===== config.mk =====
export PLATFORM = sky130hd
export DESIGN_NAME = fvf_merge
export DESIGN_NICKNAME = d
export VERILOG_FILES = /design/src/rtl/core/fvf_pkg.sv /design/src/rtl/core/fvf_merge.sv
export SDC_FILE = /design/constraint.sdc
export NUM_CORES = 1
export LEC_CHECK = 0
export ABC_AREA = 1
export BUFFER_PORTS_ARGS = -buffer_cell sky130_fd_sc_hd__buf_2
export CORE_ASPECT_RATIO = 0.6
export CORE_MARGIN = 3
export CORE_UTILIZATION = 39
export DETAILED_ROUTE_END_ITERATION = 7
export GPL_TIMING_DRIVEN = 0
export PLACE_DENSITY = 0.86
export SLEW_MARGIN = 20
export SYNTH_ARGS = -nofsm -noshare
export SYNTH_HDL_FRONTEND = slang
export SYNTH_SLANG_ARGS = --single-unit

===== constraint.sdc =====
create_clock -name clock -period 0.8 [get_ports clock]
set_clock_uncertainty 0.1 [all_clocks]
set_input_delay 0.16 -clock clock [delete_from_list [all_inputs] [get_ports clock]]
set_output_delay 0.16 -clock clock [all_outputs]
set_load 0.01 [all_outputs]

===== src/rtl/core/fvf_pkg.sv =====
// shared types, constants and filter arithmetic of the vertical filter block
package fvf_pkg;

   localparam int MAX_WIDTH_DEF = 2048;
   localparam int STORED_LINES  = 4;
   localparam int SLOT_W        = 2;
   localparam int ROW_W         = 12;
   localparam int VAL_W         = 13;
   localparam int DIV_W         = 21;
   localparam int MAX_HEIGHT    = 2048;
   localparam int ADDR_W        = 5;

   localparam logic [VAL_W-1:0] ONE_SCALE = 13'd8160;

   localparam logic [2:0] VIEW_INTERLACE = 3'd0;
   localparam logic [2:0] VIEW_DIFF      = 3'd1;
   localparam logic [2:0] VIEW_FIRST     = 3'd2;
   localparam logic [2:0] VIEW_SECOND    = 3'd3;
   localparam logic [2:0] VIEW_BLEND     = 3'd4;

   localparam logic [1:0] FILT_NONE  = 2'd0;
   localparam logic [1:0] FILT_THREE = 2'd1;
   localparam logic [1:0] FILT_FIVE  = 2'd2;
   localparam logic [1:0] FILT_FIVE2 = 2'd3;

   localparam logic [2:0] REG_VIEW   = 3'd0;
   localparam logic [2:0] REG_FILTER = 3'd1;
   localparam logic [2:0] REG_THRESH = 3'd2;
   localparam logic [2:0] REG_WIDTH  = 3'd3;
   localparam logic [2:0] REG_HEIGHT = 3'd4;

   localparam logic FUNC_PIXEL = 1'b0;
   localparam logic FUNC_DRAIN = 1'b1;

   typedef enum logic [6:0] {
      S_IDLE = 7'b0000001,
      S_RD   = 7'b0000010,
      S_WR   = 7'b0000100,
      S_TAP  = 7'b0001000,
      S_SEL  = 7'b0010000,
      S_DIV  = 7'b0100000,
      S_OUT  = 7'b1000000
   } state_type;

   typedef struct packed {
      logic             start;
      logic [VAL_W-1:0] alpha;
      logic [VAL_W-1:0] thresh;
   } lane_cmd_type;

   typedef struct packed {
      logic [7:0] blue;
      logic [7:0] green;
      logic [7:0] red;
      logic [7:0] alpha;
      logic       row_end;
      logic       frame_end;
   } rsp_item_type;

   function automatic logic [VAL_W-1:0] filt(input logic [1:0] mode,
                                              input logic [7:0] a2, input logic [7:0] a1,
                                              input logic [7:0] c, input logic [7:0] b1,
                                              input logic [7:0] b2);
      logic [9:0]  s3;
      logic [11:0] s5;
      logic [VAL_W-1:0] r;
      s3 = 10'(a1) + {1'b0, c, 1'b0} + 10'(b1);
      s5 = 12'(a2) + {2'b0, a1, 2'b0} + 12'(c) * 12'd6 + {2'b0, b1, 2'b0} + 12'(b2);
      case (mode)
         FILT_NONE:  r = {c, 5'b0};
         FILT_THREE: r = {s3, 3'b0};
         default:    r = {s5, 1'b0};
      endcase
      return r;
   endfunction

endpackage


===== src/rtl/core/fvf_merge.sv =====
// merges lane bytes into the packed pixel and holds the result beat
module fvf_merge (
   input  logic                  clock,
   input  logic                  reset,
   input  logic                  load,
   input  fvf_pkg::rsp_item_type item,
   output logic                  can_load,
   output logic                  rsp_tvalid,
   input  logic                  rsp_tready,
   output logic [31:0]           rsp_tdata,
   output logic                  rsp_tlast,
   output logic                  rsp_tuser
);
   logic        valid_ff, valid_in;
   logic [31:0] data_ff, data_in;
   logic        last_ff, last_in;
   logic        user_ff, user_in;

   assign can_load = !valid_ff || rsp_tready;

   always_comb begin
      valid_in = valid_ff;
      data_in  = data_ff;
      last_in  = last_ff;
      user_in  = user_ff;
      if (valid_ff && rsp_tready) begin
         valid_in = 1'b0;
      end
      if (load) begin
         valid_in = 1'b1;
         data_in  = {item.blue, item.green, item.red, item.alpha};
         last_in  = item.row_end;
         user_in  = item.frame_end;
      end
   end

   always_ff @(posedge clock) begin
      if (reset) begin
         valid_ff <= 1'b0;
      end else begin
         valid_ff <= valid_in;
      end
      data_ff <= data_in;
      last_ff <= last_in;
      user_ff <= user_in;
   end

   assign rsp_tvalid = valid_ff;
   assign rsp_tdata  = data_ff;
   assign rsp_tlast  = last_ff;
   assign rsp_tuser  = user_ff;
endmodule


# [Word level (Yosys, flattened, before mapping)]
# Cells that the tools add are included.
[word_totals] ff_bits=35 in_bits=38 out_inout_bits=36 wordCells=10
[op_classes] muxes=2 n_reduce_logical=4
[ops] operator="$mux W1" count=2
[ops] operator="$reduce_bool A2 Y1" count=1
[ops] operator="$logic_and A1 B1 Y1" count=1
[ops] operator="$logic_not A1 Y1" count=1
[ops] operator="$logic_or A1 B1 Y1" count=1

# [Depth between registers and ports, before layout]
# Gate-level depths: netlist of the first run.
[depth] ltp_word=3 mapped_depth=3 depth_no_buf=3

# [Worst setup path before layout of the first run]
# OpenSTA, ideal clock, no wires.
[synth_path] path_type="reg-to-reg" startpoint="register valid_ff (netlist: rsp_tvalid)" endpoint="register valid_ff (netlist: rsp_tvalid)" setup_ns=0.066 t_arrival_ns=0.571 t_required_ns=0.634 path_slack_ns=0.063 path_stages_with_launch=3 n_path_buf=0 period_less_slack_ns=0.737 path_cell_list="dfxtp_1 > nand2_2 > a21oi_2"
[synth_between] elab_chain_cells=2
[synth_rtl] item="from (decl)" line="fvf_merge.sv:14" source="logic valid_ff, valid_in;"
[synth_rtl] item="from (signal assigned)" line="fvf_merge.sv:41" source="valid_ff <= valid_in;"
[synth_rtl] item="$logic_and A1 B1 Y1" line="fvf_merge.sv:26" source="if (valid_ff && rsp_tready) begin"
[synth_rtl] item="$reduce_bool A2 Y1 (no source line)"
# No other way between the ends.
# A chain may end at the register's enable or synchronous reset.

# [Final worst setup path of the first run]
[layout_path] startpoint="register data_ff[24] (netlist: rsp_tdata[24])" endpoint="output rsp_tdata[24]"
[layout_lines] item="from (decl)" line="fvf_merge.sv:15" source="logic [31:0] data_ff, data_in;"
[layout_lines] item="from (signal assigned)" line="fvf_merge.sv:43" source="data_ff <= data_in;"
[layout_lines] item="to (decl)" line="fvf_merge.sv:10" source="output logic [31:0] rsp_tdata,"
# No word-level cell between the ends.

==> reports/qor.log, run 1 <==
INFO  route          postRouteWirelength=1990um
INFO  setup_path     critical_path.startpoint=rsp_tdata[24]
INFO  synth          ffs_latches_synth=35
INFO  pwr            p_leak=0.702nW
INFO  pwr            clock_power_share=30.7%
INFO  sta            setup-violations-final=36
INFO  floorplanning  starting_utilization_of_the_core_area=44.8%
INFO  pwr            p_sw=0.754mW
INFO  sta            timing.final.crit_share=132%
INFO  pwr            share_seq_of_total_power=59.7%
INFO  clocking       cts.repair_timing.setup_buffer_count=0
INFO  final_layout   layout-area-overhead-vs-synth=48.1%
INFO  sta            max_slew.worst_pin.slew=0.415ns
INFO  sta            grt_setup_unrepaired=yes
INFO  synth          ys.warnings.count=0
INFO  floorplanning  num_rows=13
INFO  sta            final.setup.tns=-8.30ns
INFO  setup_path     setup.worst_path.end_class=output pin
INFO  global_route   grt_pass1_vias=689
INFO  sta            clock.fmax=948MHz
INFO  sta            holdWs=-0.0422ns
INFO  clocking       clkTransAtPathRegs=0.06ns
INFO  global_route   grt_start_max_net_pins=36
INFO  floorplanning  die-area=3410um2
INFO  global_route   grt_first_pass_wirelength=2890um
INFO  sta            setup_slack_after_layout=-0.255ns
INFO  global_route   global_route.usage.total=12.6%
INFO  route          drt_iter0_drc=6
INFO  sta            final_hold_vio_count=34
INFO  global_route   gr-total-overflow=0
INFO  setup_path     data_required_critical_path=0.54ns
INFO  final_layout   final_util=66.3%
INFO  setup_path     crit_type=register to output pin
INFO  synth          mappedNetlistNets=77
INFO  setup_path     cp_data_arrival_time=0.80ns
INFO  pwr            share_comb_of_total_power=9.6%
INFO  route          postRouteAntennaNets=0
INFO  flow_run       cap_viol_max_count=0
INFO  setup_path     cp_buf_inv_count=1
INFO  sta            finalWorstPathRequiredPeriod=1.06ns
INFO  route          vias_per_cell=4.43
INFO  clocking       cts_tree=yes
INFO  clocking       worst_skew_pair_later_pin_latency=0.27ns
INFO  placement      place_congestion=0.684
INFO  pwr            cell_internal_pwr=2.93mW
INFO  setup_path     critical_path.top_delay_family=flip-flops
INFO  route          dr_total_vias=669
INFO  synth          synth.cell_area=1060um2
INFO  pwr            peakVddDrop=0.00141V
INFO  route          routed_wire_length_per_instance=13.1um
INFO  setup_path     critical-path-max-stage-delay=0.37ns
INFO  clocking       root_buffer=clkbuf_8
INFO  final_layout   final_net_count=158
INFO  clocking       cts_max_path_buffers=2
INFO  floorplanning  die-width=73.4um
INFO  setup_path     crit_path_top_delay_cell=edfxtp_1
INFO  final_layout   antenna_cells_inserted=0
INFO  final_layout   drive_above_1_share=66.9%
INFO  synth          postSynthAreaPerCell=27.3um2
INFO  clocking       number_of_buffers_inserted_by_hold_repair_at_cts=1
INFO  sta            max-slew-margin-rel=72.3%
INFO  sta            timing.final.max_slew_violations=0
INFO  synth          ys_seq_area_share=97.9%
INFO  setup_path     timing.rr.start=rsp_tvalid
INFO  floorplanning  die_height=46.5um
INFO  placement      place.detailed.hpwl=1460um
INFO  floorplanning  ioPinCount=74
INFO  pwr            p_total=3.69mW
INFO  synth          cells_after_synth=39
INFO  outcome        status=finished, violations left
INFO  outcome        failed_checks=hold timing, setup timing
INFO  route          post-route-drc-count=0
INFO  setup_path     cells_along_the_critical_path=buf_2
INFO  final_layout   sequential_cell_area=1040um2
INFO  hold_path      timing.hold.worst.start=item[29]
INFO  clocking       clock-sinks=35
INFO  synth          yosys.cell_types.count=5
INFO  setup_path     critical_path_peak_fanout=1
INFO  placement      io_buffers=73
INFO  pwr            power.switching_fraction=20.5%
INFO  clocking       cts-buffers-inserted=5
INFO  hold_path      min_path_type=primary input to register
INFO  final_layout   multi_input_area=15.0um2
INFO  setup_path     timing.critical_path.from_type=register
INFO  pwr            cellPowerDensity=2340nW/um2
INFO  route          drtPass1Iterations=3
INFO  clocking       htree_num_levels=2
INFO  global_route   antenna_found_initial=0
INFO  placement      setup_slack_placement=-0.435ns
INFO  final_layout   filler_cell_count=176
INFO  floorplanning  core_area=2370um2
-- synth_stat cells (all sizes together) --
| master | n | area, um2 |
|---|---|---|
| edfxtp | 34 | 1020 |
| dfxtp | 1 | 20.0 |
| nand2 | 1 | 6.26 |
| a21oi | 1 | 8.76 |
| inv | 2 | 7.51 |
-- layout by cell type, fill, tap and decap left out --
cell / count
a21oi_2: 1
buf_2: 70
buf_4: 1
buf_6: 2
clkbuf_1: 1
clkbuf_8: 5
clkinv_1: 2
dfxtp_2: 1
dlymetal6s4s_1: 1
edfxtp_1: 34
inv_1: 2
nand2_2: 1
-- sequential cells by signal, summed over array words and instances, names as in the netlist --
register    cells
rsp_tuser       1
rsp_tlast       1
rsp_tdata      32
rsp_tvalid      1
-- worst register-to-register path: stages, from the launching register on --
cell     delay, ns
dfxtp_2       0.33
nand2_2       0.06
a21oi_2       0.11
-- what timing repair did --
action	CTS	global route
gates resized for setup	3	2
endpoints found under the hold margin	35	34
pin swaps	1	0
cloned	0	0
setup endpoints to repair	71	37
-- metal layers --
metal | vias to the layer above | track usage, % | part of all wire, %
met5 | - | 0 | 0
met4 | 0 | 7.58 | 1.0
met3 | 2 | 11.1 | 22
met2 | 53 | 20.1 | 45
met1 | 303 | 10.7 | 33
li1 | 311 | - | -
-- power by group through the flow --
stage	clock network, mW	registers [mW]	logic (mW)
6_report	1.13	2.20	0.352
5_1_grt	1.24	2.22	0.388
4_1_cts	1.19	2.20	0.354
3_5_place_dp	0	2.24	0.346
3_3_place_gp	0	2.24	0.339
2_1_floorplan	0	2.33	0.00870
-- worst paths after layout --
kind | endpoint | slack (ns) | cells past startpoint
setup / recovery | rsp_tdata[24] | -0.26 | 1
hold / removal | rsp_tdata[27] | -0.04 | 1
setup reg to reg | rsp_tvalid | 0.14 | 2
hold reg to reg | rsp_tvalid | 0.37 | 2
-- layout make-up --
type                            count  share of cell area (%)
Sequential cell                    35                    66.2
Timing Repair Buffer               74                    24.9
Clock buffer                        6                    4.61
Tap cell                           30                    2.38
Multi-Input combinational cell      2                   0.953
Clock inverter                      2                   0.477
Inverter                            2                   0.477
-- per-stage QoR --
stage	cell area, um2	std cells
3_3_place_gp	1470	142
6_report	1580	151
3_5_place_dp	1470	142
2_1_floorplan	1060	39
5_1_grt	1580	151
4_1_cts	1570	151
-- kinds of logic (layout without fill, tap and decap cells) --
logic type	Yosys count	after routing	synth area share (%)
flops	35	35	97.9
buf+inv	2	84	0.706
compound gates	1	1	0.824
simple gates	1	1	0.589
Note: power is estimated with default switching activity, not from simulation.
==> run 2: changes to the inputs <==
Settings changed: CORE_UTILIZATION 39 to 41, CTS_BUF_LIST set to sky130_fd_sc_hd__clkbuf_8, PLACE_DENSITY 0.86 to 0.9.
==> run 2 against run 1 <==
Combinational power about the same. Hold slack improved by 0.0028 ns. Cell count did not move. The flow still finishes with violations (hold timing, setup timing). Largest cell class unchanged. Maximum frequency decreased by 0.27%. Register-to-register slack got worse by 0.15 ns. Sequential cell count unchanged. Critical path type unchanged. Sequential power about the same. Clock power about the same. Utilization up 1.7 points. Non-clock buffer count grew 1.
==> reports/qor.log, run 2 (synthesized netlist as in run 1, its figures left out) <==
INFO  global_route   grt_start_max_net_pins=36
INFO  route          routed_wire_length_per_instance=13.1um
INFO  setup_path     setup.worst_path.end_class=output pin
INFO  sta            timing.final.crit_share=132%
INFO  final_layout   antenna_cells_inserted=0
INFO  route          vias_per_cell=4.36
INFO  setup_path     crit_type=register to output pin
INFO  sta            grt_setup_unrepaired=yes
INFO  route          drt_iter0_drc=62
INFO  outcome        status=finished, violations left
INFO  final_layout   drive_above_1_share=68.6%
INFO  sta            final_hold_vio_count=34
INFO  sta            holdWs=-0.0394ns
INFO  final_layout   fin_cells=151
INFO  floorplanning  die-width=71.8um
INFO  clocking       htree_num_levels=2
INFO  floorplanning  die-area=3260um2
INFO  placement      place_congestion=0.687
INFO  sta            finalWorstPathRequiredPeriod=1.06ns
INFO  floorplanning  die_height=45.5um
INFO  setup_path     data_required_critical_path=0.54ns
INFO  hold_path      min_path_type=primary input to register
INFO  global_route   gr-total-overflow=0
INFO  global_route   grt_first_pass_wirelength=2950um
INFO  setup_path     critical-path-max-stage-delay=0.37ns
INFO  clocking       clkTransAtPathRegs=0.06ns
INFO  pwr            peakVddDrop=0.00158V
INFO  clocking       worst_skew_pair_later_pin_latency=0.27ns
INFO  global_route   grt_pass1_vias=649
INFO  setup_path     cp_buf_inv_count=1
INFO  outcome        failed_checks=hold timing, setup timing
INFO  setup_path     cp_data_arrival_time=0.80ns
INFO  clocking       cts_tree=yes
INFO  sta            timing.final.max_slew_violations=0
INFO  global_route   global_route.usage.total=13.2%
INFO  setup_path     cells_along_the_critical_path=buf_2
INFO  floorplanning  ioPinCount=74
INFO  clocking       cts-buffers-inserted=5
INFO  final_layout   final_net_count=159
INFO  clocking       number_of_buffers_inserted_by_hold_repair_at_cts=1
INFO  placement      setup_slack_placement=-0.426ns
INFO  sta            setup-violations-final=37
INFO  final_layout   layout-area-overhead-vs-synth=47.8%
INFO  sta            clock.fmax=945MHz
INFO  placement      io_buffers=73
INFO  setup_path     timing.critical_path.from_type=register
INFO  final_layout   mostFrequentLayoutCells=buf_2 (71), edfxtp_1 (34), clkbuf_8 (5)
INFO  floorplanning  starting_utilization_of_the_core_area=46.0%
INFO  floorplanning  core_area=2310um2
INFO  setup_path     crit_path_top_delay_cell=edfxtp_1
INFO  setup_path     critical_path.top_delay_family=flip-flops
INFO  clocking       cts_max_path_buffers=2
INFO  floorplanning  num_rows=13
INFO  sta            max_slew.worst_pin.slew=0.413ns
INFO  route          post-route-drc-count=0
INFO  clocking       clock-sinks=35
INFO  pwr            p_leak=0.696nW
INFO  final_layout   final_common_cell=buf_2
INFO  setup_path     critical_path_peak_fanout=1
INFO  sta            setup_slack_after_layout=-0.258ns
INFO  route          dr_total_vias=658
INFO  route          drtPass1Iterations=4
INFO  global_route   antenna_found_initial=0
INFO  placement      placedCellCount=142
INFO  flow_run       cap_viol_max_count=0
INFO  sta            max-slew-margin-rel=72.4%
INFO  route          postRouteAntennaNets=0
INFO  pwr            cellPowerDensity=2330nW/um2
INFO  route          postRouteWirelength=1970um
INFO  final_layout   largest_reg_flops=32
INFO  clocking       root_buffer=clkbuf_8
## run 2: metal layers
layer	global-route usage [%]	share of wire, %	up-vias
met5	0	0	-
met1	14.9	37	292
met4	4.49	0	0
met2	18.2	43	53
met3	11.7	20	0
li1	-	-	313
## run 2: final timing paths
check	cells after the start	from	endpoint	slack (ns)
min	1	item[13]	rsp_tdata[11]	-0.04
min reg2reg	3	rsp_tvalid	rsp_tvalid	0.48
max	1	rsp_tdata[25]	rsp_tdata[25]	-0.26
max reg2reg	3	rsp_tvalid	rsp_tvalid	-0.01
## run 2: final cells by class
type                       count  area (um2)
clock buffer                   5        68.8
tap                           30        37.5
fill                         157         738
timing repair buffer          75         392
inverter                       2        7.51
sequential                    35        1040
clock inverter                 2        8.76
multi-input combinational      2        15.0
## run 2: power by group
| group | switching (mW) | internal [mW] | total, mW |
|---|---|---|---|
| combinational | 0.186 | 0.167 | 0.352 |
| clock | 0.524 | 0.577 | 1.10 |
| sequential | 0.0317 | 2.17 | 2.20 |
| total | 0.741 | 2.92 | 3.66 |
## run 2: per-stage QoR
step	TNS (ns)	util (%)	power (mW)	instance area, um2
3_3_place_gp	-13.63	63.5	2.57	1470
3_5_place_dp	-14.83	63.5	2.59	1470
4_1_cts	-8.75	67.7	3.70	1560
2_1_floorplan	0	-	2.34	1060
5_1_grt	-9.90	68.0	3.86	1570
6_report	-8.26	68.0	3.66	1570
## run 2: repair_timing
| item | CTS | global route |
|---|---|---|
| pin swaps | 1 | 1 |
| setup buffers | 0 | 1 |
| hold endpoints to repair | 35 | 34 |
| gates resized for setup | 3 | 0 |
| endpoints found under the setup margin | 71 | 37 |
| cloned | 0 | 0 |
==> run 3: changes to the inputs <==
==> constraint.sdc (replaced) <==
create_clock -name clock -period 1.05 [get_ports clock]
set_clock_uncertainty 0.1 [all_clocks]
set_input_delay 0.21 -clock clock [delete_from_list [all_inputs] [get_ports clock]]
set_output_delay 0.21 -clock clock [all_outputs]
set_load 0.005 [all_outputs]
==> run 3 against run 2 <==
The run ends with setup timing left. Die area stayed put. Global-route usage did not move. Clock-buffer cell count unchanged. Critical path depth stayed put. Wire length rose by 33%. First-iteration DRC count is 48% lower. Clock power decreased by 21%. Cell area is 13% higher. Via count up 16%. Hold slack better by 0.044 ns. Utilization increased by 8.7 points.
==> reports/qor.log, run 3 (synthesized netlist as in run 1, its figures left out) <==
INFO  global_route   gr-total-overflow=0
INFO  final_layout   mostFrequentLayoutCells=buf_2 (71), edfxtp_1 (34), dlygate4sd3_1 (21)
INFO  final_layout   final_common_cell=buf_2
INFO  clocking       clock-sinks=35
INFO  sta            setup_slack_after_layout=-0.0751ns
INFO  final_layout   final_net_count=179
INFO  final_layout   largest_reg_flops=32
INFO  sta            max-slew-margin-rel=70.4%
INFO  setup_path     setup.worst_path.end_class=output pin
INFO  clocking       clkTransAtPathRegs=0.07ns
INFO  sta            timing.final.max_slew_violations=0
INFO  placement      io_buffers=73
INFO  setup_path     critical-path-max-stage-delay=0.39ns
INFO  hold_path      min_path_type=primary input to register
INFO  final_layout   antenna_cells_inserted=0
INFO  floorplanning  core_area=2310um2
INFO  global_route   grt_pass1_vias=649
INFO  placement      detailed_place.area=1470um2
INFO  setup_path     cp_data_arrival_time=0.82ns
INFO  pwr            p_total=2.84mW
INFO  global_route   antenna_found_initial=0
INFO  route          post-route-drc-count=0
INFO  sta            grt_setup_unrepaired=yes
INFO  flow_run       cap_viol_max_count=0
INFO  setup_path     crit_type=register to output pin
INFO  final_layout   filler_cell_count=133
INFO  route          drt_iter0_drc=32
INFO  floorplanning  ioPinCount=74
INFO  sta            clock.fmax=889MHz
INFO  sta            max_slew.worst_pin.slew=0.444ns
INFO  global_route   grt_first_pass_wirelength=2950um
INFO  placement      place_congestion=0.687
INFO  setup_path     crit_path_top_delay_cell=edfxtp_1
INFO  route          dr_total_vias=765
INFO  clocking       root_buffer=clkbuf_8
INFO  setup_path     cp_buf_inv_count=1
INFO  final_layout   multi_input_area=15.0um2
INFO  global_route   grt_start_max_net_pins=36
INFO  final_layout   fin_cells=171
INFO  clocking       worst_skew_pair_later_pin_latency=0.28ns
INFO  outcome        status=finished, violations left
INFO  route          routed_wire_length_per_instance=15.3um
INFO  final_layout   layout-area-overhead-vs-synth=66.6%
INFO  global_route   global_route.usage.total=13.2%
INFO  clocking       cts-buffers-inserted=5
INFO  clocking       cts_max_path_buffers=2
INFO  pwr            cellPowerDensity=1610nW/um2
INFO  setup_path     data_required_critical_path=0.74ns
INFO  setup_path     timing.critical_path.from_type=register
INFO  floorplanning  die-width=71.8um
INFO  sta            finalWorstPathRequiredPeriod=1.13ns
INFO  route          postRouteAntennaNets=0
INFO  floorplanning  die-area=3260um2
INFO  route          vias_per_cell=4.47
INFO  floorplanning  num_rows=13
INFO  pwr            p_leak=0.780nW
INFO  clocking       htree_num_levels=2
INFO  floorplanning  starting_utilization_of_the_core_area=46.0%
INFO  setup_path     critical_path_peak_fanout=1
INFO  route          postRouteWirelength=2610um
INFO  sta            setup-violations-final=35
INFO  placement      placedCellCount=142
INFO  sta            timing.final.crit_share=107%
INFO  sta            final_hold_vio_count=0
INFO  final_layout   sequential_cell_area=1040um2
INFO  pwr            peakVddDrop=0.00135V
INFO  final_layout   finalInstanceArea=1770um2
INFO  outcome        failed_checks=setup timing
INFO  sta            final.setup.tns=-1.12ns
INFO  setup_path     critical_path.top_delay_family=flip-flops
INFO  clocking       cts_tree=yes
INFO  final_layout   drive_above_1_share=58.9%
INFO  setup_path     cells_along_the_critical_path=buf_2
INFO  floorplanning  die_height=45.5um
INFO  route          drtPass1Iterations=4
INFO  placement      setup_slack_placement=-0.226ns
-- run 3: cell count changes in the layout (fill, tap and decap cells not counted) --
| cell | previous run | this run |
|---|---|---|
| dlygate4sd3_1 | 1 | 21 |
| buf_4 | 2 | 1 |
| clkbuf_4 | 0 | 1 |
-- run 3: per-stage QoR --
stage / hold WS [ns] / utilization (%)
2_1_floorplan: 0.172 / -
3_3_place_gp: 0.271 / 63.5
3_5_place_dp: 0.271 / 63.5
4_1_cts: 0.00122 / 67.6
5_1_grt: -0.00302 / 76.7
6_report: 0.00429 / 76.7
-- run 3: timing repair --
| action | in CTS | in global routing |
|---|---|---|
| pin swaps | 1 | 1 |
| hold endpoints to repair | 1 | 20 |
| gates resized for setup | 2 | 1 |
| endpoints found under the setup margin | 36 | 37 |
| hold buffers | 1 | 20 |
| buffers inserted | 0 | 1 |
-- run 3: report_power, final --
part / leakage [nW] / internal, mW / switching, mW
clock: 0.0414 / 0.440 / 0.431
combinational: 0.397 / 0.173 / 0.116
sequential: 0.341 / 1.65 / 0.0287
-- run 3: worst paths after layout --
path	endpoint	slack [ns]	start	cells past startpoint
hold reg to reg	rsp_tvalid	0.49	rsp_tvalid	3
setup reg to reg	rsp_tvalid	0.23	rsp_tvalid	3
setup / recovery	rsp_tdata[25]	-0.08	rsp_tdata[25]	1
hold / removal	rsp_tdata[2]	0.004	item[4]	1
-- run 3: layout make-up --
class / instances / area share, %
clock buffer: 5 / 3.88
clock inverter: 2 / 0.494
inverter: 2 / 0.424
multi-input combinational: 2 / 0.847
sequential: 35 / 58.8
tap: 30 / 2.12
timing repair buffer: 95 / 33.4
-- run 3: metal layers --
metal | vias up | track usage, % | part of all wire [%]
li1 | 353 | - | -
met1 | 349 | 14.9 | 34
met2 | 63 | 18.2 | 50
met3 | 0 | 11.7 | 16
met4 | 0 | 4.49 | 0
met5 | - | 0 | 0
