$ cat config.mk
export PLATFORM = sky130hd
export DESIGN_NAME = fvf_lane
export DESIGN_NICKNAME = d
export VERILOG_FILES = /design/src/rtl/core/fvf_pkg.sv /design/src/rtl/core/fvf_lane.sv
export SDC_FILE = /design/constraint.sdc
export NUM_CORES = 1
export LEC_CHECK = 0
export BUFFER_PORTS_ARGS = -buffer_cell sky130_fd_sc_hd__buf_2
export CAP_MARGIN = 30
export CORE_ASPECT_RATIO = 1.5
export CORE_UTILIZATION = 50
export DETAILED_ROUTE_END_ITERATION = 6
export MAX_ROUTING_LAYER = met4
export PLACE_DENSITY_LB_ADDON = 0.12
export SYNTH_ARGS = -nofsm -noshare
export SYNTH_HDL_FRONTEND = slang
export SYNTH_SLANG_ARGS = --single-unit
$ cat constraint.sdc
create_clock -name clock -period 5.9 [get_ports clock]
set_input_delay 1.18 -clock clock [delete_from_list [all_inputs] [get_ports clock]]
set_output_delay 1.18 -clock clock [all_outputs]
set_load 0.01 [all_outputs]
$ cat src/rtl/core/fvf_pkg.sv
// shared types, constants and filter arithmetic of the vertical filter block
package fvf_pkg;

   localparam int MAX_WIDTH_DEF = 2048;
   localparam int STORED_LINES  = 4;
   localparam int SLOT_W        = 2;
   localparam int ROW_W         = 12;
   localparam int VAL_W         = 13;
   localparam int DIV_W         = 21;
   localparam int MAX_HEIGHT    = 2048;
   localparam int ADDR_W        = 5;

   localparam logic [VAL_W-1:0] ONE_SCALE = 13'd8160;

   localparam logic [2:0] VIEW_INTERLACE = 3'd0;
   localparam logic [2:0] VIEW_DIFF      = 3'd1;
   localparam logic [2:0] VIEW_FIRST     = 3'd2;
   localparam logic [2:0] VIEW_SECOND    = 3'd3;
   localparam logic [2:0] VIEW_BLEND     = 3'd4;

   localparam logic [1:0] FILT_NONE  = 2'd0;
   localparam logic [1:0] FILT_THREE = 2'd1;
   localparam logic [1:0] FILT_FIVE  = 2'd2;
   localparam logic [1:0] FILT_FIVE2 = 2'd3;

   localparam logic [2:0] REG_VIEW   = 3'd0;
   localparam logic [2:0] REG_FILTER = 3'd1;
   localparam logic [2:0] REG_THRESH = 3'd2;
   localparam logic [2:0] REG_WIDTH  = 3'd3;
   localparam logic [2:0] REG_HEIGHT = 3'd4;

   localparam logic FUNC_PIXEL = 1'b0;
   localparam logic FUNC_DRAIN = 1'b1;

   typedef enum logic [6:0] {
      S_IDLE = 7'b0000001,
      S_RD   = 7'b0000010,
      S_WR   = 7'b0000100,
      S_TAP  = 7'b0001000,
      S_SEL  = 7'b0010000,
      S_DIV  = 7'b0100000,
      S_OUT  = 7'b1000000
   } state_type;

   typedef struct packed {
      logic             start;
      logic [VAL_W-1:0] alpha;
      logic [VAL_W-1:0] thresh;
   } lane_cmd_type;

   typedef struct packed {
      logic [7:0] blue;
      logic [7:0] green;
      logic [7:0] red;
      logic [7:0] alpha;
      logic       row_end;
      logic       frame_end;
   } rsp_item_type;

   function automatic logic [VAL_W-1:0] filt(input logic [1:0] mode,
                                              input logic [7:0] a2, input logic [7:0] a1,
                                              input logic [7:0] c, input logic [7:0] b1,
                                              input logic [7:0] b2);
      logic [9:0]  s3;
      logic [11:0] s5;
      logic [VAL_W-1:0] r;
      s3 = 10'(a1) + {1'b0, c, 1'b0} + 10'(b1);
      s5 = 12'(a2) + {2'b0, a1, 2'b0} + 12'(c) * 12'd6 + {2'b0, b1, 2'b0} + 12'(b2);
      case (mode)
         FILT_NONE:  r = {c, 5'b0};
         FILT_THREE: r = {s3, 3'b0};
         default:    r = {s5, 1'b0};
      endcase
      return r;
   endfunction

endpackage

$ cat src/rtl/core/fvf_lane.sv
// one colour lane: unpremultiply by alpha with an iterative divider
module fvf_lane (
   input  logic                     clock,
   input  logic                     reset,
   input  fvf_pkg::lane_cmd_type    cmd,
   input  logic [fvf_pkg::VAL_W-1:0] value,
   output logic                     busy,
   output logic [7:0]               byte_out
);
   logic                          busy_ff, busy_in;
   logic [7:0]                    byte_ff, byte_in;
   logic [fvf_pkg::DIV_W-1:0]     rem_ff, rem_in;
   logic [fvf_pkg::VAL_W-1:0]     den_ff, den_in;
   logic [2:0]                    cnt_ff, cnt_in;
   logic [fvf_pkg::DIV_W-1:0]     shifted;

   always_comb begin
      busy_in = busy_ff;
      byte_in = byte_ff;
      rem_in  = rem_ff;
      den_in  = den_ff;
      cnt_in  = cnt_ff;
      shifted = fvf_pkg::DIV_W'(den_ff) << cnt_ff;
      if (cmd.start) begin
         den_in = cmd.alpha;
         cnt_in = 3'd7;
         rem_in = (fvf_pkg::DIV_W'(value) << 8) - fvf_pkg::DIV_W'(value);
         if (cmd.alpha > cmd.thresh) begin
            if (value >= cmd.alpha) begin
               byte_in = 8'hFF;
            end else begin
               byte_in = 8'h00;
               busy_in = 1'b1;
            end
         end else begin
            byte_in = value[fvf_pkg::VAL_W-1 -: 8];
         end
      end else if (busy_ff) begin
         if (rem_ff >= shifted) begin
            rem_in          = rem_ff - shifted;
            byte_in[cnt_ff] = 1'b1;
         end
         cnt_in = cnt_ff - 3'd1;
         if (cnt_ff == 3'd0) begin
            busy_in = 1'b0;
         end
      end
   end

   always_ff @(posedge clock) begin
      if (reset) begin
         busy_ff <= 1'b0;
      end else begin
         busy_ff <= busy_in;
      end
      byte_ff <= byte_in;
      rem_ff  <= rem_in;
      den_ff  <= den_in;
      cnt_ff  <= cnt_in;
   end

   assign busy     = busy_ff;
   assign byte_out = byte_ff;
endmodule

# Word level (Yosys, flattened, before mapping)
# Cells that the tools add are included.
# totals
ff_bits,46
input_bits,42
# op_classes
n_reduce_logical,6
shift,1
magnitude_cmp,5
addsub,3
mux,15
n_eq_ne,2
bitwise,1
# ops
op,n
$mux W21,3
$mux W8,5
$ge A21 B21 Y1,1
$shl A13 B3 Y21,1
$sub A21 B13 Y21,1
$sub A21 B21 Y21,1
$ge A13 B13 Y1,1
$gt A13 B13 Y1,1
$or A8 B8 Y8,1
$mux W1,6
$lt A3 B4 Y1 const B,1
$reduce_and A2 Y1,2
$reduce_bool A2 Y1,2
$demux W1 S3,1
$ge A3 B1 Y1 const B,1
$logic_not A3 Y1,1
$sub A3 B1 Y3 const B,1
$ne A2 B1 Y1 const B,1
$ne A2 B2 Y1 const B,1
$logic_and A1 B1 Y1,1

# Depth between registers and ports, before layout
# Gate-level depths: netlist of the first run.
# logic_depth
word_depth,8
ltp_mapped,15
mapped_depth_nobuf,13

# Worst setup path before layout of the first run
# Ideal clock, no wire load.
# synth_path
path_type,reg2reg
start,register cnt_ff[0]
end,register byte_ff[0] (netlist: byte_out[0]) (enable)
t_arrival_ns,4.258
slack_ns,1.209
stages_incl_launch_ff,13
period_less_slack_ns,4.691
required_time_ns,5.467
setup_time_ns,0.433
cell_sequence,dfxtp_1 -> clkbuf_1 -> buf_1 -> mux2i_1 -> mux2i_1 -> nand2_1 -> ha_1 -> nand3_1 -> o21ai_1 -> a31o_2 -> a31oi_1 -> or3_1 -> a31oi_1
# synth_between
elab_chain_len,4
# synth_lines
element,line,rtl
"start, declared",fvf_lane.sv:14,"logic [2:0] cnt_ff, cnt_in;"
"start signal, assigned",fvf_lane.sv:59,cnt_ff <= cnt_in;
$shl A13 B3 Y21,fvf_lane.sv:23,shifted = fvf_pkg::DIV_W'(den_ff) << cnt_ff;
$ge A21 B21 Y1,fvf_lane.sv:39,if (rem_ff >= shifted) begin
$reduce_bool A2 Y1 (no source line),n/a,
$reduce_and A2 Y1 (no source line),n/a,
"end signal, assigned",fvf_lane.sv:56,byte_ff <= byte_in;
"end, declared",fvf_lane.sv:11,"logic [7:0] byte_ff, byte_in;"
# Every way passes these cells.
# A chain may end at the register's enable or synchronous reset.

# Worst setup path in the final report of the first run
# layout_path
start,register cnt_ff[0]
end,register rem_ff[1] (netlist bit) (enable)
# layout_between
elab_chain_len,4
# layout_lines
element,line,rtl
$shl A13 B3 Y21,fvf_lane.sv:23,
$ge A21 B21 Y1,fvf_lane.sv:39,
$reduce_bool A2 Y1 (no source line),n/a,
$reduce_and A2 Y1 (no source line),n/a,
"end signal, assigned",fvf_lane.sv:57,rem_ff <= rem_in;
"end, declared",fvf_lane.sv:12,"logic [fvf_pkg::DIV_W-1:0] rem_ff, rem_in;"
# Every way passes these cells.

==> qor.yml, run 1 <==
status: "complete, no violations"
hold_buffers: 0
synth_ff_type: "edfxtp_1"
r2r_end: "rem_ff[1]"
dpl_cell_area_mm2: 0.00477
synth.distinct_cells: 59
clkTransAtPathRegs_ns: 0.07
avgSynthCellArea_um2: 8.85
worstReg2RegStart: "cnt_ff[0]"
drt-met1-wl_um: 4550
clock_sinks: 46
cts-buffers-inserted: 5
drt-initial-drc-count: 144
htreeDepth: 2
synth_top_area_share_pct: 28.3
core_area_mm2: 0.00852
crit_type: "register to register"
dieWidth_um: 79.0
place_congestion: 0.899
synth_area_leader_cell: "edfxtp_1"
clockRootBuffer: "clkbuf_16"
grt_pass1_vias: 3979
viasPerCell: 5.99
chipHeight_um: 118
p_leak_nw: 2.23
routed-wl-met3_um: 470
overflow: 0
portBuffers: 50
yosys_warnings: 0
start_util_pct: 52.3
routed_wl_um: 11600
setup_viol: 0
rr_worst_depth: 11
cts_max_path_buffers: 2
area_growth_pct: 10.4
finish.utilization_pct: 57.7
drv_cap: 0
nNetsFinal: 638
synth.net_count: 600
ys_ff_latch: 46
dr.pass1.iters: 5
grtUsageTotal_pct: 27.0
tightest_slew_ns: 1.00
synthCells: 503
drc: 0
relSlewSlack_pct: 32.9
cts_resized: 0
drive_above_1_share_pct: 12.9
cp.arrival_ns: 4.18
fin_skew_ns: 0.00641
final_max_slew_viol_count: 0
grt_pass1_wl_um: 18800
drtAntennaViolNets: 0
vias: 3889
avgRoutedWirePerCell_um: 17.9
start_kind: "register"
highest_layer: "met4"
end_kind: "register"
fmax_mhz: 236
worstSetupEndpoint: "rem_ff[1]"
synth_edf_count: 42
finalInstanceArea_mm2: 0.00491
synth-seq-area-share_pct: 30.1
power.density_mw_per_mm2: 304
clock_latency_ns: 0.29
ys_top_cells_by_area: "edfxtp_1, ha_1, a21oi_1, mux2i_1, xnor2_1"
wl_met2_um: 5920
antenna_found_initial: 0
ys_async_sr_fraction_pct: 0
cts_tree: "yes"
hp-class: "register to register"
fillers: 832
die-area_mm2: 0.00929
cp.required_ns: 5.85
fin_crit_ns: 4.23
post-route-period-util_pct: 71.7
synthesis.area_mm2: 0.00445
rsz0062_at_grt: "false"
num_rows: 41
r2r_slack_ns: 1.67
io_pins: 51
hpwl_um: 9300
post_cts_buffers: 0
crit_fanout: 29
grt_start_max_net_pins: 68
hold_ws_ns: 0.603
crit_start: "cnt_ff[0]"
finalSetupTns_ns: 0
hold_violations: 0
diodes: 0
max-vdd-ir-drop_mv: 0.126
[how the worst min path moves through the flow]
stage	start	end	slack (ns)	cells past startpoint
6_report	busy	busy	0.60	2
2_1_floorplan	busy	busy	0.56	2
4_1_cts	busy	busy	0.60	2
5_1_grt	busy	busy	0.64	2
3_5_place_dp	busy	busy	0.59	2
3_3_place_gp	busy	busy	0.59	2
[metal layers]
layer  up-vias  GRT usage, %
met5         -             -
met4         0          15.9
met2       128          46.2
li1       1902             -
met3        48          3.18
met1      1811          29.3
[where the power goes]
part	switching, mW	leakage (nW)	internal [mW]	total (mW)
clock network	0.125	0.0641	0.158	0.283
logic	0.420	1.73	0.303	0.724
registers	0.0376	0.441	0.450	0.487
[critical path, stage by stage, from the launching register on]
cell and delay, ns:
dfxtp_1 0.99, mux2_2 0.44, o21ai_0 0.28, o22a_1 0.19
ha_1 0.19, nand3_1 0.11, o21ai_1 0.32, a31o_2 0.27
a31oi_1 0.12, or3_1 0.38, a31oi_2 0.18, buf_4 0.40
[sequential cells by signal (all words and copies together) (netlist names)]
register  flops
rem_ff       21
den_ff       13
byte_out      8
cnt_ff        3
busy          1
[layout by cell type, fill, tap and decap left out, types with 8 or more instances in the layout]
cell type,instances
mux2i_1,19
ha_1,54
o21ai_0,35
nand4_1,9
xnor2_1,21
inv_1,47
edfxtp_1,42
a21oi_1,41
nor2_1,22
nand2b_1,9
buf_2,50
nand2_1,48
xor2_1,14
nor3_1,8
a21o_1,15
nand3_1,9
[cell families (layout without fill, tap and decap cells)]
family                     after synthesis  count (layout)  share of synthesized area, %
AOI/OAI and AO/OA                      143             143                          21.0
xor gates and xnor gates                35              35                          6.89
adders and majority gates               55              55                          15.6
buffers and inverters                   68             107                          5.85
DFF                                     46              46                          30.1
muxes                                   23              23                          5.37
and+or+nand+nor                        133             133                          15.1
[Yosys cell counts (3+ instances only)]
library cell   n
a21o_1        15
nor2_1        22
o21a_1         5
clkbuf_1      17
or3_1          4
nand2b_1       9
nand3_1        9
dfxtp_1        4
a21oi_1       41
xor2_1        14
o21ai_0       35
a211o_1        4
and3_1         4
inv_1         47
edfxtp_1      42
nor3_1         8
nand4_1        9
mux2i_1       19
nor4_1         3
a31oi_1        4
o211a_1        6
xnor2_1       21
nand2_1       48
a211oi_1       6
mux2_2         3
ha_1          54
nor2b_1        6
[stage by stage]
stage | total power, mW | cells | setup slack [ns]
floorplan | 1.02 | 503 | 1.21
global placement | 1.19 | 641 | 1.84
detailed placement | 1.20 | 641 | 1.71
CTS | 1.49 | 649 | 1.68
global route | 1.59 | 649 | 1.41
finish | 1.49 | 649 | 1.67
[cell type report]
cell class / instances / area (um2) / area share [%]
tap: 107 / 134 / 2.73
clock inverter: 1 / 7.51 / 0.153
timing repair buffer: 52 / 265 / 5.40
multi-input combinational: 389 / 2860 / 58.1
sequential: 46 / 1340 / 27.3
inverter: 47 / 176 / 3.59
clock buffer: 7 / 133 / 2.70
(Power assumes the default switching activity.)
==> run 2, diff against run 1 <==
==> constraint.sdc (replaced) <==
create_clock -name clock -period 4.1 [get_ports clock]
set_input_delay 0.82 -clock clock [delete_from_list [all_inputs] [get_ports clock]]
set_output_delay 0.82 -clock clock [all_outputs]
set_load 0.01 [all_outputs]
==> run 2 against run 1 <==
Clock power up 42%. Hold slack got worse by 0.0035 ns. Non-clock buffer count rose by 11. Clock skew down 0.00089 ns. Total power up 46%. First-iteration DRC count increased by 88%. Largest power group unchanged. Die area unchanged. Via count grew 1.3%.
==> qor.yml, run 2 (synthesized netlist as in run 1, its figures left out) <==
status: "complete, no violations"
overflow: 0
wl_met2_um: 6340
max-vdd-ir-drop_mv: 0.284
die-area_mm2: 0.00929
rsz0062_at_grt: "false"
largest_register_ffs: 21
drv_cap: 0
hpwl_um: 9510
sw_frac_of_total_pct: 39.3
place_inst: 651
portBuffers: 50
top_register: "rem_ff"
setup_viol: 0
vias: 3940
routed-wl-met3_um: 399
cts_max_path_buffers: 2
place_congestion: 0.973
drt-initial-drc-count: 270
relSlewSlack_pct: 31.1
fin_skew_ns: 0.00552
pwr-share-comb_pct: 49.6
cp.required_ns: 4.03
dr.pass1.iters: 5
highest_layer: "met4"
crit_type: "register to register"
p_sw_mw: 0.856
hold_buffers: 0
tightest_slew_ns: 1.01
viasPerCell: 5.96
start_util_pct: 52.3
chipHeight_um: 118
grtUsageTotal_pct: 28.3
clock_latency_ns: 0.29
nNetsFinal: 650
area_growth_pct: 12.8
io_pins: 51
cp.arrival_ns: 3.80
drive_above_1_share_pct: 14.8
avgRoutedWirePerCell_um: 18.2
start_kind: "register"
finalSetupTns_ns: 0
num_rows: 41
p_total_mw: 2.18
core_area_mm2: 0.00852
fmax_mhz: 258
fillers: 792
dieWidth_um: 79.0
crit_fanout: 15
cts_tree: "yes"
htreeDepth: 2
p_int_mw: 1.32
drtAntennaViolNets: 0
final_max_slew_viol_count: 0
layout_common_cells: "ha_1, buf_2, nand2_1"
grt_start_max_net_pins: 66
hp-class: "register to register"
routed_wl_um: 12000
clkTransAtPathRegs_ns: 0.06
p_clk_share_pct: 18.4
diodes: 0
drt-met1-wl_um: 4790
antenna_found_initial: 0
p_leak_nw: 2.29
grt_pass1_wl_um: 19700
clockRootBuffer: "clkbuf_16"
hold_violations: 0
mostFrequentLayoutCell: "ha_1"
grt_pass1_vias: 3969
cts-buffers-inserted: 5
drc: 0
post-route-period-util_pct: 94.5
end_kind: "register"
fin_crit_ns: 3.88
clock_sinks: 46
seqPwrFrac_pct: 32.0
fin_cells: 661
power.density_mw_per_mm2: 434
-- run 2: critical path, cell delays in order (launching register included) --
cell and delay, ns:
dfxtp_1 0.60, mux2_2 0.40, o21ai_0 0.24, o22a_1 0.18, ha_1 0.20, nand3_1 0.12
o21ai_1 0.33, a31o_2 0.27, a31oi_1 0.12, or3_1 0.48, a31oi_4 0.55
-- run 2: final timing paths --
| path | cells after the start | startpoint | slack (ns) | end |
|---|---|---|---|---|
| max | 10 | cnt_ff[0] | 0.22 | rem_ff[3] |
| min reg2reg | 2 | busy | 0.60 | busy |
| min | 2 | busy | 0.60 | busy |
| max reg2reg | 10 | cnt_ff[0] | 0.22 | rem_ff[3] |
-- run 2: what timing repair did --
action	in CTS	in global routing
gates cloned	1	0
setup buffers	0	0
setup endpoints to repair	29	14
hold endpoints to repair	0	0
pin swaps	1	0
gates resized for setup	0	1
-- run 2: power by group through the flow --
stage | clock (mW) | combinational [mW] | sequential [mW]
2_1_floorplan | 0 | 0.776 | 0.691
3_3_place_gp | 0 | 1.04 | 0.707
3_5_place_dp | 0 | 1.05 | 0.707
4_1_cts | 0.405 | 1.06 | 0.697
5_1_grt | 0.426 | 1.20 | 0.706
6_report | 0.401 | 1.08 | 0.698
-- run 2: final cells by class --
cell class | count | area [um2] | share of cell area, %
clock buffer | 5 | 125 | 2.49
clock inverter | 3 | 16.3 | 0.324
inverter | 47 | 176 | 3.51
multi-input combinational | 390 | 2890 | 57.4
sequential | 46 | 1340 | 26.7
tap | 107 | 134 | 2.67
timing repair buffer | 63 | 344 | 6.85
-- run 2: metrics by stage --
step           cell area, um2  setup WS (ns)  hold slack (ns)  util [%]
2_1_floorplan            4470          0.321            0.564         -
3_3_place_gp             4860          0.167            0.572      57.0
3_5_place_dp             4860       -0.00876            0.580      57.0
4_1_cts                  5010         0.0265            0.591      58.8
5_1_grt                  5020         0.0291            0.627      59.0
6_report                 5020          0.224            0.600      59.0
-- run 2: routing by layer --
metal / track usage (%) / up-vias
met5: - / -
met4: 12.3 / 0
met3: 2.48 / 31
met2: 49.6 / 128
met1: 32.1 / 1840
li1: - / 1941
==> run 3, diff against run 2 <==
--- a/config.mk
+++ b/config.mk
@@ -5,6 +5,7 @@
 export SDC_FILE = /design/constraint.sdc
 export NUM_CORES = 1
 export LEC_CHECK = 0
+export ABC_AREA = 1
 export BUFFER_PORTS_ARGS = -buffer_cell sky130_fd_sc_hd__buf_2
 export CAP_MARGIN = 30
 export CORE_ASPECT_RATIO = 1.5
==> run 3 against run 2 <==
Via count is 32% higher. Count of clock-buffer cells in the layout stayed put. Flip-flop and latch count stayed put. Routed wire length is 34% higher. Clock skew is 0.0021 ns higher. Critical path type unchanged. Largest power group unchanged.
==> qor.yml, run 3 <==
status: "complete, no violations"
grt_start_max_net_pins: 30
drt-initial-drc-count: 280
drv_cap: 0
finalSetupTns_ns: 0
grtUsageTotal_pct: 32.6
cts_tree: "yes"
hold_violations: 0
avgRoutedWirePerCell_um: 16.8
fin_crit_ns: 3.55
cpMostUsedCell: "nand2_1"
hpwl_um: 13600
drc: 0
die-area_mm2: 0.0107
yosys_warnings: 0
chipHeight_um: 126
layout_common_cells: "nand2_1, inv_1, nor2_1"
top_register: "rem_ff"
drtAntennaViolNets: 0
holdPathStages: 2
dieWidth_um: 84.9
cp.required_ns: 4.05
synthesis.area_mm2: 0.00515
vias: 5219
grt_pass1_wl_um: 25800
htreeDepth: 2
path_cells: "clkinv_1 -> o21ai_0 -> nand2_1 -> ha_1 -> nand2_1 -> nand3_1 -> nand2_1 -> nand2_1 -> nand3_1 -> nand4_1 -> nand2_1 -> nand2_1 -> buf_4"
viasPerCell: 5.45
overflow: 0
setup_viol: 0
cts-buffers-inserted: 5
synth.distinct_cells: 39
synthTopCellsByCount: "nand2_1, inv_1, nor2_1, nand3_1, ha_1"
min_to: "byte_out[3]"
synth-seq-area-share_pct: 26.1
drive_above_1_share_pct: 10.5
fillers: 1040
power.density_mw_per_mm2: 365
rr_worst_depth: 13
nNetsFinal: 937
post-synth-top-count-cell: "nand2_1"
fmax_mhz: 282
crit_path_top_delay_cell: "dfxtp_1"
synthCells: 793
num_rows: 45
rsz0062_at_grt: "false"
relSlewSlack_pct: 65.1
ys_ff_latch: 46
area_growth_pct: 9.82
critPathMaxStageDelay_ns: 0.55
post_cts_buffers: 0
ys_async_sr_fraction_pct: 0
clock_latency_ns: 0.29
clkTransAtPathRegs_ns: 0.07
routed_wl_um: 16100
end_kind: "register"
start_util_pct: 51.1
synth_top_area_share_pct: 24.5
portBuffers: 50
crit_fanout: 29
clockRootBuffer: "clkbuf_16"
r2r_end: "rem_ff[14]"
tightest_slew_ns: 0.523
synth.net_count: 890
p_leak_nw: 2.93
post-route-period-util_pct: 86.5
yosys.area_share.simple_pct: 36.8
synth_xor_area_share_pct: 1.02
r2r_slack_ns: 0.55
diodes: 0
avgSynthCellArea_um2: 6.49
mostFrequentLayoutCell: "nand2_1"
dr.pass1.iters: 5
antenna_found_initial: 0
worstReg2RegStart: "cnt_ff[1]"
synth_fa_ha_area_share_pct: 13.5
io_pins: 51
synth_compound_area_share_pct: 11.3
synth_area_leader_cell: "edfxtp_1"
synth_ff_type: "edfxtp_1"
hold_buffers: 0
hp-class: "register to register"
start_kind: "register"
crit_type: "register to register"
largest_register_ffs: 21
cts_resized: 0
p_total_mw: 2.06
clock_sinks: 46
synth_edf_count: 42
synth_top_family_by_area: "simple AND/OR/NAND/NOR gates"
muxShareOfSynthArea_pct: 0.778
hp-start: "byte_out[3]"
final_max_slew_viol_count: 0
place_congestion: 0.994
fin_skew_ns: 0.00765
max-vdd-ir-drop_mv: 0.217
grt_pass1_vias: 5251
core_area_mm2: 0.0101
cts_max_path_buffers: 2
cp.arrival_ns: 3.50
ys_top_cells_by_area: "edfxtp_1, nand2_1, ha_1, inv_1, nand3_1"
run 3: cell types whose count changed in the layout (fill, tap and decap cells not counted), sizes merged, moves of 16 or more:
cell and delta:
nand3 +53, nand2 +217, xnor2 -18, nor2 +44
o21ai +16, inv +76
run 3: cells by family (layout without fill, tap and decap cells):
| group | count (synthesis) | count (layout) |
|---|---|---|
| AND/OR/NAND/NOR | 434 | 434 |
| buffers and inverters | 139 | 187 |
| AO/OA/AOI/OAI | 109 | 109 |
| adder cells (fa/ha/maj) | 55 | 55 |
| flip-flops | 46 | 46 |
| XOR/XNOR | 6 | 6 |
| multiplexers | 4 | 4 |
run 3: critical path: cells and delay by family (launching register included):
family,cells,cell delay (ns)
and+or+nand+nor,9,0.93
adders and majority gates,1,0.39
AOI/OAI and AO/OA,1,0.46
buffers and inverters,2,0.84
DFF,1,0.55
run 3: worst max-delay path by stage:
stage	to	from	slack, ns	cells past startpoint
global route	rem_ff[20]	cnt_ff[1]	0.19	13
global placement	byte_out[3]	cnt_ff[1]	0.62	15
floorplan	byte_out[0]	cnt_ff[0]	1.05	16
CTS	rem_ff[0]	cnt_ff[1]	0.54	15
finish	rem_ff[14]	cnt_ff[1]	0.55	13
detailed placement	byte_out[3]	cnt_ff[1]	0.55	15
run 3: final cells by class:
| cell class | instances | area (um2) | share of cell area (%) |
|---|---|---|---|
| Clock inverter | 3 | 25.0 | 0.443 |
| Multi-Input combinational cell | 608 | 3260 | 57.7 |
| Tap cell | 117 | 146 | 2.59 |
| Inverter | 124 | 465 | 8.23 |
| Timing Repair Buffer | 55 | 288 | 5.09 |
| Sequential cell | 46 | 1340 | 23.7 |
| Clock buffer | 5 | 125 | 2.21 |
run 3: per-layer routing:
| metal | wire (um) | global-route usage [%] | vias to the layer above |
|---|---|---|---|
| met1 | 6050 | 32.9 | 2337 |
| met3 | 438 | 1.83 | 44 |
| met2 | 8830 | 63.0 | 150 |
| met5 | 0 | - | - |
| li1 | - | - | 2688 |
| met4 | 748 | 15.3 | 0 |
run 3: stage by stage:
| stage | std cells | util (%) | hold WS [ns] | instance area, um2 | setup slack (ns) |
|---|---|---|---|---|---|
| final | 958 | 56.1 | 0.596 | 5650 | 0.554 |
| after global routing | 958 | 56.1 | 0.647 | 5650 | 0.192 |
| after CTS | 958 | 56.1 | 0.594 | 5650 | 0.536 |
| after detailed placement | 950 | 54.6 | 0.573 | 5500 | 0.554 |
| after global placement | 950 | 54.6 | 0.576 | 5500 | 0.618 |
| after floorplan | 793 | - | 0.529 | 5150 | 1.05 |
run 3: report_power, final:
group | total [mW] | switching, mW | internal [mW]
clock network | 0.413 | 0.184 | 0.229
registers | 0.634 | 0.0326 | 0.602
logic | 1.01 | 0.670 | 0.344
